===== src/sv/grouped_sample_playback_mixer_defines.svh =====
// ----------------------------------------------------------------------------
// gspm assertion macros
// shared property wrappers for the mixer block
// ----------------------------------------------------------------------------
`ifndef GROUPED_SAMPLE_PLAYBACK_MIXER_DEFINES_SVH
`define GROUPED_SAMPLE_PLAYBACK_MIXER_DEFINES_SVH

// implication checked on every edge outside reset
`define GSPM_ASSERT_IMP(label, clk, rst, ante, cons, msg) \
   label: assert property (@(posedge clk) disable iff (rst) (ante) |-> (cons)) \
      else $error(msg);

// next-cycle implication checked outside reset
`define GSPM_ASSERT_NEXT(label, clk, rst, ante, cons, msg) \
   label: assert property (@(posedge clk) disable iff (rst) (ante) |=> (cons)) \
      else $error(msg);

`endif


===== src/sv/gspm_ram.sv =====
// ----------------------------------------------------------------------------
// gspm_ram
// generic single-port-write ram with registered read
// ----------------------------------------------------------------------------
`timescale 1ns / 1ps
`default_nettype none
module gspm_ram #(
   parameter int WIDTH = 8,
   parameter int DEPTH = 256
) (
   input  wire logic                     clock,
   input  wire logic                     wr_en,
   input  wire logic [$clog2(DEPTH)-1:0] wr_addr,
   input  wire logic [WIDTH-1:0]         wr_data,
   input  wire logic [$clog2(DEPTH)-1:0] rd_addr,
   output logic      [WIDTH-1:0]         rd_data
);
   logic [WIDTH-1:0] mem [DEPTH];
   always_ff @(posedge clock) begin
      if (wr_en) begin
         mem[wr_addr] <= wr_data;
      end
      rd_data <= mem[rd_addr];
   end
endmodule
`default_nettype wire


===== config.mk =====
export PLATFORM = sky130hd
export DESIGN_NAME = gspm_ram
export DESIGN_NICKNAME = d
export VERILOG_FILES = /design/src/sv/grouped_sample_playback_mixer_defines.svh /design/src/sv/gspm_ram.sv
export SDC_FILE = /design/constraint.sdc
export NUM_CORES = 2
export LEC_CHECK = 0
export ABC_AREA = 1
export BUFFER_PORTS_ARGS = -buffer_cell sky130_fd_sc_hd__buf_2
export CAP_MARGIN = 20
export CORE_MARGIN = 2
export CORE_UTILIZATION = 35
export CTS_CLUSTER_SIZE = 16
export DETAILED_ROUTE_END_ITERATION = 12
export SKIP_LAST_GASP = 1
export SLEW_MARGIN = 20
export SYNTH_ARGS = -nofsm -noshare
export SYNTH_HDL_FRONTEND = slang
export SYNTH_SLANG_ARGS = --single-unit

===== constraint.sdc =====
create_clock -name clock -period 2.69 [get_ports clock]
set_clock_uncertainty 0.05 [all_clocks]
set_input_delay 0.807 -clock clock [delete_from_list [all_inputs] [get_ports clock]]
set_output_delay 0.807 -clock clock [all_outputs]
set_load 0.005 [all_outputs]

==> impl_metrics.py <==
metrics = {
    "run_status": {
        "outcome": "finished clean",
    },
    "placed_design": {
        "dp_hpwl_um": 152000,
        "gp_congestion": 0.920,
        "dp_cells": 10379,
        "place_ws_ps": -483,
        "port_buffers": 33,
    },
    "critical_path": {
        "end_kind": "output port",
        "worstPathArrival_ps": 1670,
        "worst-path-max-fanout": 1,
        "path_depth": 1,
        "slowest_delay_ps": 610,
        "worstRegToRegCells": 10,
        "worst-path-buf-inv": 1,
        "startpoint": "rd_data[4]",
        "regToRegSetupSlack_ps": 800,
        "critPathKind": "reg -> out",
        "crit_path_end": "rd_data[4]",
        "cp.required_ps": 1830,
        "r2r-start": "mem[41][3]",
        "r2r_end": "rd_data[3]",
        "crit_path_top_delay_cell": "dfxtp_1",
        "path_cells": "buf_2",
        "path_delay_family": "flip-flops",
        "cp-start-kind": "register",
    },
    "logic_synthesis": {
        "syn_area_um2": 83400,
        "ys_seq_area_frac": 0.739,
        "postSynthAreaPerCell_um2": 11.9,
        "yosys_warnings": 0,
        "synth_cell_types": 14,
        "netlist_instances": 7003,
        "synth_nets": 7029,
        "synth_seq_cells": 2056,
    },
    "die": {
        "die_area_um2": 242000,
        "rows": 179,
        "boundaryPins": 34,
        "core_um2": 237000,
        "dieHeight_um": 492,
        "initial_utilization": 0.351,
        "die_w_um": 492,
    },
    "cells_and_area": {
        "layout-drive-gt1-share": 0.130,
        "area_delta_synth_final_pct": 18.2,
        "nNetsFinal": 7452,
        "multi_input_area_um2": 19100,
        "final_util": 0.415,
        "final_cells": 10774,
        "regArea_um2": 61700,
        "n_fill_cell": 22010,
    },
    "sta": {
        "setup_slack_ps": 161,
        "layout_min_cycle_time_ps": 2530,
        "finalCritPeriodShare": 0.940,
        "timing.fmax_ghz": 0.395,
        "maxSlewViolCount": 0,
        "rsz0062_at_grt": "no",
        "hold_slack_ps": 226,
        "relSlewSlack": 0.597,
        "setup_viol": 0,
        "worst_pin_slew_ps": 605,
        "hold_viol": 0,
        "fin_setup_tns_ps": 0,
    },
    "clocking": {
        "cts_sinks": 2056,
        "cts_hold_buf": 0,
        "root_buffer": "clkbuf_16",
        "clock_latency_ps": 860,
        "numCtsBuffers": 212,
        "cts_resized": 0,
        "cts.htree.levels": 4,
        "post_cts_buffers": 0,
        "path_clk_slew_ps": 60,
        "cts_tree": "done",
        "cts_max_path_buffers": 3,
    },
    "worst_hold_path": {
        "worst_hold_path_type": "in -> reg",
    },
    "global_route": {
        "grt_pass1_vias": 54407,
        "grt_max_degree": 77,
        "grt_antenna_before_repair": 20,
        "grt_usage": 0.196,
        "grt_pass1_wl_um": 359000,
        "grt.overflow.total": 0,
    },
    "power": {
        "p_leak_nw": 35.0,
        "power_density_nw_per_um2": 694,
        "ir_drop_mv": 0.691,
    },
    "drt": {
        "drtPass1Iterations": 9,
        "drcViolationCount": 0,
        "dr.first_iter.drc_count": 6795,
        "num_vias": 56722,
        "totalWireLength_um": 243000,
        "drtAntennaViolNets": 0,
        "vias_per_cell": 5.26,
        "wire_per_inst_um": 22.5,
    },
    "job": {
        "max_cap_violations": 0,
    },
}
metrics by stage:
| stage | power [W] | instance area, um2 |
|---|---|---|
| after floorplan | 0.0382 | 83400 |
| after global placement | 0.0406 | 91900 |
| after detailed placement | 0.0406 | 91900 |
| after CTS | 0.0688 | 98600 |
| after global routing | 0.0704 | 98600 |
| final | 0.0684 | 98600 |
cells by family (layout without fill, tap and decap cells):
family	count (synthesis)	in the layout	synth area share
AND/OR/NAND/NOR	4425	4425	0.229
flip-flops	2056	2056	0.739
buffers and inverters	522	1120	0.0312
other	0	6	0
area by class of cell:
type                            instances  area share
Sequential cell                      2056       0.625
Tap cell                             3167      0.0402
Antenna cell                            6    0.000152
Clock buffer                          254      0.0556
Clock inverter                        135      0.0121
Inverter                               39     0.00183
Timing Repair Buffer                  692      0.0706
Multi-Input combinational cell       4425       0.194
placed cells by master, fill, tap and decap left out, types with 6 or more instances in the layout:
cell type	synthesis	final
clkinv_1	0	56
buf_8	1	11
buf_2	268	21
bufinv_16	0	16
buf_4	46	521
dfxtp_1	8	8
nor2_1	283	283
nand3_1	2019	2019
clkbuf_1	112	41
nand2_1	2123	2121
diode_2	0	6
clkbuf_16	0	213
edfxtp_1	2048	2048
inv_1	36	34
buf_12	0	139
clkinv_2	0	44
worst min-delay path by stage:
stage / endpoint / depth (start not counted) / slack [ps] / startpoint
CTS: mem[67][3] / 1 / 180 / wr_data[3]
floorplan: rd_data[0] / 10 / 790 / mem[40][0]
finish: mem[67][3] / 1 / 230 / wr_data[3]
global placement: rd_data[2] / 10 / 920 / mem[14][2]
detailed placement: rd_data[4] / 10 / 920 / mem[8][4]
global route: mem[67][3] / 1 / 200 / wr_data[3]
cells in the mapped netlist, drive strengths merged:
master / count / area share
nand2: 2123 / 0.096
dfxtp: 8 / 0.0019
nand3: 2019 / 0.12
buf: 371 / 0.024
inv: 39 / 0.0018
nor2: 283 / 0.013
clkbuf: 112 / 0.0050
edfxtp: 2048 / 0.74
per-layer routing:
layer,vias up,routed length [um],global-route usage
li1,25738,-,-
met1,28057,99500,0.269
met2,2503,113000,0.310
met3,424,21400,0.0361
met4,0,9260,0.0745
met5,-,0,0
registers in the layout, indices dropped and copies added (netlist names):
name	flops
rd_data	8
mem	2048
power breakdown:
| part | switching [W] | total, W | internal (W) |
|---|---|---|---|
| clock network | 0.0124 | 0.0285 | 0.0160 |
| logic | 0.00322 | 0.00460 | 0.00137 |
| registers | 0.0000689 | 0.0354 | 0.0353 |
Note: power is estimated with default switching activity, not from simulation.
