**config.mk**
```make
export PLATFORM = sky130hd
export DESIGN_NAME = gspm_div
export DESIGN_NICKNAME = d
export VERILOG_FILES = /design/src/sv/grouped_sample_playback_mixer_defines.svh /design/src/sv/gspm_pkg.sv /design/src/sv/gspm_div.sv
export SDC_FILE = /design/constraint.sdc
export NUM_CORES = 1
export LEC_CHECK = 0
export ABC_AREA = 1
export BUFFER_PORTS_ARGS = -buffer_cell sky130_fd_sc_hd__buf_2
export CORE_ASPECT_RATIO = 1.5
export CORE_MARGIN = 10
export CORE_UTILIZATION = 50
export CTS_BUF_LIST = sky130_fd_sc_hd__clkbuf_4 sky130_fd_sc_hd__clkbuf_8
export CTS_CLUSTER_SIZE = 25
export DETAILED_ROUTE_END_ITERATION = 16
export PLACE_DENSITY_LB_ADDON = 0.15
export SETUP_SLACK_MARGIN = 0.4
export SLEW_MARGIN = 20
export SYNTH_ARGS = -nofsm -noshare
export SYNTH_HDL_FRONTEND = slang
export SYNTH_SLANG_ARGS = --single-unit
```
**constraint.sdc**
```tcl
create_clock -name clock -period 1.8 [get_ports clock]
set_clock_uncertainty 0.05 [all_clocks]
set_input_delay 0 -clock clock [delete_from_list [all_inputs] [get_ports clock]]
set_output_delay 0 -clock clock [all_outputs]
set_load 0.005 [all_outputs]
```
**src/sv/grouped_sample_playback_mixer_defines.svh**
```systemverilog
// ----------------------------------------------------------------------------
// gspm assertion macros
// shared property wrappers for the mixer block
// ----------------------------------------------------------------------------
`ifndef GROUPED_SAMPLE_PLAYBACK_MIXER_DEFINES_SVH
`define GROUPED_SAMPLE_PLAYBACK_MIXER_DEFINES_SVH

// implication checked on every edge outside reset
`define GSPM_ASSERT_IMP(label, clk, rst, ante, cons, msg) \
   label: assert property (@(posedge clk) disable iff (rst) (ante) |-> (cons)) \
      else $error(msg);

// next-cycle implication checked outside reset
`define GSPM_ASSERT_NEXT(label, clk, rst, ante, cons, msg) \
   label: assert property (@(posedge clk) disable iff (rst) (ante) |=> (cons)) \
      else $error(msg);

`endif

```
**src/sv/gspm_pkg.sv**
```systemverilog
// ----------------------------------------------------------------------------
// gspm_pkg
// types, constants and command codes of the sample playback mixer
// ----------------------------------------------------------------------------
`timescale 1ns / 1ps
`default_nettype none
package gspm_pkg;

   localparam int MAX_ENTRIES_DEF  = 8;
   localparam int SAMPLE_DEPTH_DEF = 4096;
   localparam logic [7:0] LEVEL_QUIET = 8'h80;
   localparam logic [7:0] LEVEL_IDLE  = 8'h00;

   typedef enum logic [1:0] {
      CMD_ADD   = 2'd0,
      CMD_START = 2'd1,
      CMD_TICK  = 2'd2,
      CMD_WRITE = 2'd3
   } cmd_type;

   typedef struct packed {
      cmd_type     cmd;
      logic [11:0] address;
      logic [12:0] sound_length;
      logic [7:0]  sample_byte;
   } req_type;

   typedef struct packed {
      logic [7:0] pwm_level;
      logic       playing;
   } rsp_type;

   typedef enum logic [3:0] {
      ST_IDLE,
      ST_GROUP,
      ST_VRD,
      ST_VCHK,
      ST_SWAIT,
      ST_SACC,
      ST_GDIV,
      ST_GEND,
      ST_SHRD,
      ST_SHWR,
      ST_TDIV,
      ST_DONE
   } state_type;

   typedef struct packed {
      logic        start;
      logic [13:0] dividend;
      logic [6:0]  divisor;
   } div_req_type;

endpackage
`default_nettype wire

```
**src/sv/gspm_div.sv**
```systemverilog
// ----------------------------------------------------------------------------
// gspm_div
// restoring divider, one quotient bit per cycle
// ----------------------------------------------------------------------------
`timescale 1ns / 1ps
`default_nettype none
module gspm_div
   import gspm_pkg::*;
(
   input  wire logic        clock,
   input  wire logic        reset,
   input  wire div_req_type div_req,
   output logic             busy,
   output logic [13:0]      quotient
);
   logic [13:0] quo_ff, quo_in;
   logic [6:0]  rem_ff, rem_in;
   logic [6:0]  dvs_ff, dvs_in;
   logic [3:0]  cnt_ff, cnt_in;
   logic [7:0]  trial;

   always_comb begin
      quo_in = quo_ff;
      rem_in = rem_ff;
      dvs_in = dvs_ff;
      cnt_in = cnt_ff;
      trial  = {rem_ff, quo_ff[13]};
      if (div_req.start) begin
         quo_in = div_req.dividend;
         rem_in = '0;
         dvs_in = div_req.divisor;
         cnt_in = 4'd14;
      end else if (cnt_ff != '0) begin
         cnt_in = cnt_ff - 4'd1;
         if (trial >= {1'b0, dvs_ff}) begin
            rem_in = 7'(trial - {1'b0, dvs_ff});
            quo_in = {quo_ff[12:0], 1'b1};
         end else begin
            rem_in = trial[6:0];
            quo_in = {quo_ff[12:0], 1'b0};
         end
      end
   end

   always_ff @(posedge clock) begin
      if (reset) begin
         cnt_ff <= '0;
      end else begin
         cnt_ff <= cnt_in;
      end
      quo_ff <= quo_in;
      rem_ff <= rem_in;
      dvs_ff <= dvs_in;
   end

   assign busy     = (cnt_ff != '0);
   assign quotient = quo_ff;
endmodule
`default_nettype wire

```
==> results.md <==
* Rows at 25
* Leakage at 1.19 nW
* Via count at between 1500 and 2000
* Post-route insts no fill at 315
* # H-tree levels at 2
* Maximum VDD drop at ~1.1 mV
* Crit path cell chain: inv_1 > ha_1 > buf_4 > nand3_2 > nand2_4 > o21ai_4 > a31oi_1
* Avg Vias per Cell at approximately 5.0
* Number of I/O port buffers at 38
* Clk sinks at 32
* Post-DP HPWL at roughly 2900 microns
* Clock Power Share at 0.262
* CP startpoint kind: flop
* Fraction of layout cells with a size suffix above 1 at 0.276
* Reg2reg path depth at 7
* Switch Pwr at 0.000945 W
* Max Clock Freq at about 580 MHz
* Switching share of power at 0.334
* # fillers at around 240
* Tot GR Track Use at 0.152
* Worst min path class: input port to flop
* Worst Tran Pin Value at just over 0.5 ns
* Top post-synthesis cells by area: edfxtp_1 38%, nand2_1 19%, dfxtp_1 13%
* Global route overflow at 0
* Post-synthesis mux area share at 0
* Largest net degree at the start of global routing at 22
* Core area at 0.00319 sq mm
* Relative slew slack at 0.654
* PD cells at about 1200 mW/mm^2
* Largest family of logic cells by synthesized area: simple AND/OR/NAND/NOR gates
* Final Total Pwr at between 0.002 and 0.003 W
* RePlAce Congestion at 0.830
* TritonCTS Buffers at 5
* Maxcap violations at 0
* Worst R2R End: quotient[0]
* Worst Setup SP: dvs_ff[2]
* DR WL/cell at between 10 and 15 microns
* Crit share post-route at 0.963
* Layout area overhead at 42.5%
* Syn Inst Count at 203
* Global-route wire length before repair at around 7300 microns
* Initial core utilization at 0.527
* Clock tree buffer depth at 2
* Drt first pass iters at 4
* Setup TNS at 0 ns
* Final instance area at 0.00239 sq mm
* Die span in x at between 60 and 70 microns
* Final setup vio count at 0
* Final Util at 0.751
* Diode count at 0
* Boundary Pins at 39
* Worst reg2reg path startpoint: dvs_ff[2]
* Mapped cell area at approximately 0.0017 sq mm
* Critical path capture point: quotient[0]
* Area after DPL at around 0.0020 sq mm
* Die Y at 91 microns
* CP max stage cell: edfxtp_1
* Setup CP Type: flop to flop
* Die area at between 0.006 and 0.007 sq mm
* CTS tree: done
* Worst Path Arrival at about 1.7 ns
* Routed Antenna Nets at 0
* Reg2Reg Setup Slack at 0.07 ns
* Yosys cell types at 26
* Clock transition at the registers of the reported paths at about 0.06 ns
* Internal power at 0.00189 W
* Skew-Pair Late Insertion Delay at roughly 0.28 ns
* Placed cell count at 282
* Worst Path Required at 1.76 ns
* Xor/xnor share of the synthesized area at 0.0104
* Sequential Power Share at 0.357
* Adder-Cell Fraction of Synth Area at 0.0640
* Final Hold Vio Count at 0
* Comb pwr share at 0.381
* Crit Path Max Fanout at 8
* Clock Root Buffer: clkbuf_8
* Simple-Gate Fraction of Synth Area at 0.308
* Vias in the first global route at between 1500 and 2000
* Synth Register Bits at 32
* Minimum clock period after layout at approximately 1.7 ns
* Register area share after synthesis at 0.506
* Synthesized Nets at between 200 and 250
* DRC Markers at 0
* 1st-iter DRT viols at roughly 110
* Syn Area/Cell at between 8 and 9 sq um
* Unrepaired setup endpoints after global routing: true
* Synth Warn # at 0
* CP peak stage delay at slightly below 0.4 ns
* Final nets at 306
* Final WL at roughly 4400 microns
* Worst setup EP type: flop
* Post-synthesis compound-gate area fraction at 0.0417
* Synth area leader: edfxtp_1
* Status: completed
* Share of the synthesized area in the top cell type at 0.375
* Slew Limit Fails at 0
* Initial antenna violation count at 0
* Hold Path Stages at 3
## how the worst min path moves through the flow
stage / startpoint / to / slack, ns
global placement: div_req[4] / dvs_ff[4] / 0.13
finish: div_req[7] / quotient[0] / 0.09
floorplan: reset / cnt_ff[1] / 0.02
global route: div_req[7] / quotient[0] / 0.13
detailed placement: div_req[1] / dvs_ff[1] / 0.13
CTS: div_req[7] / quotient[0] / 0.06
## cell families (layout without fill, tap and decap cells)
logic type / Yosys count / in the layout
xor+xnor: 2 / 2
simple gates: 120 / 120
buf+inv: 31 / 103
fa+ha+maj: 8 / 8
compound gates: 10 / 10
flops: 32 / 32
## through the flow
step                setup WS, ns  hold WS (ns)
finish                    0.0666        0.0875
global route             -0.0515         0.125
CTS                       0.0848        0.0586
detailed placement        0.0452         0.128
global placement          0.0870         0.128
floorplan                  0.154        0.0191
## worst max-delay path: cells and delay by family (launching register included)
| kind | cells | cell delay, ns |
|---|---|---|
| buf+inv | 2 | 0.24 |
| flops | 1 | 0.39 |
| simple gates | 2 | 0.16 |
| compound gates | 2 | 0.39 |
| fa+ha+maj | 1 | 0.24 |
## synthesized netlist by cell type, drive strengths merged
cell	n
edfxtp	21
nand3b	4
clkbuf	1
nor4	1
nand2	84
nand4	2
nor2	9
a31o	1
inv	27
clkinv	1
nand3	19
dfxtp	11
buf	2
xor2	1
o21ai	3
a31oi	1
ha	7
xnor2	1
or2	1
a21oi	5
fa	1
## power by group through the flow
stage / sequential, W / clock, W / combinational [W]
2_1_floorplan: 0.00100 / 0 / 0.000661
3_3_place_gp: 0.00101 / 0 / 0.000901
3_5_place_dp: 0.00101 / 0 / 0.000913
4_1_cts: 0.00101 / 0.000762 / 0.00101
5_1_grt: 0.00103 / 0.000797 / 0.00121
6_report: 0.00101 / 0.000742 / 0.00108
## sequential cells by signal, indices dropped and copies added (netlist names)
signal / flops
quotient: 14
dvs_ff: 7
rem_ff: 7
cnt_ff: 4
## cell type report
type                            instances  area (sq um)  share of cell area
Clock buffer                            7          96.3              0.0402
Inverter                               28           108              0.0449
Tap cell                               40          50.0              0.0209
Timing Repair Buffer                   67           463               0.193
Multi-Input combinational cell        140           797               0.333
Sequential cell                        32           851               0.355
Clock inverter                          1          30.0              0.0125
## cell usage in the layout (no fill, tap or decap), drive strengths merged
| cell | count |
|---|---|
| a21oi | 5 |
| a31o | 1 |
| a31oi | 1 |
| buf | 45 |
| bufinv | 1 |
| clkbuf | 7 |
| clkinv | 1 |
| dfxtp | 11 |
| dlygate4sd3 | 22 |
| edfxtp | 21 |
| fa | 1 |
| ha | 7 |
| inv | 27 |
| nand2 | 84 |
| nand3 | 19 |
| nand3b | 4 |
| nand4 | 2 |
| nor2 | 9 |
| nor4 | 1 |
| o21ai | 3 |
| or2 | 1 |
| xnor2 | 1 |
| xor2 | 1 |
## what timing repair did
action | in CTS | in global routing
hold endpoints to repair | 25 | 0
gates resized for setup | 9 | 4
setup buffers | 0 | 3
hold buffers | 22 | 0
setup endpoints to repair | 22 | 22
pin swaps | 3 | 3
## layer usage
metal,share of wire,GRT usage
met5,0,0
met4,0.012,0.0653
met1,0.37,0.156
met2,0.55,0.259
met3,0.074,0.0615
Note: power is estimated with default switching activity, not from simulation.
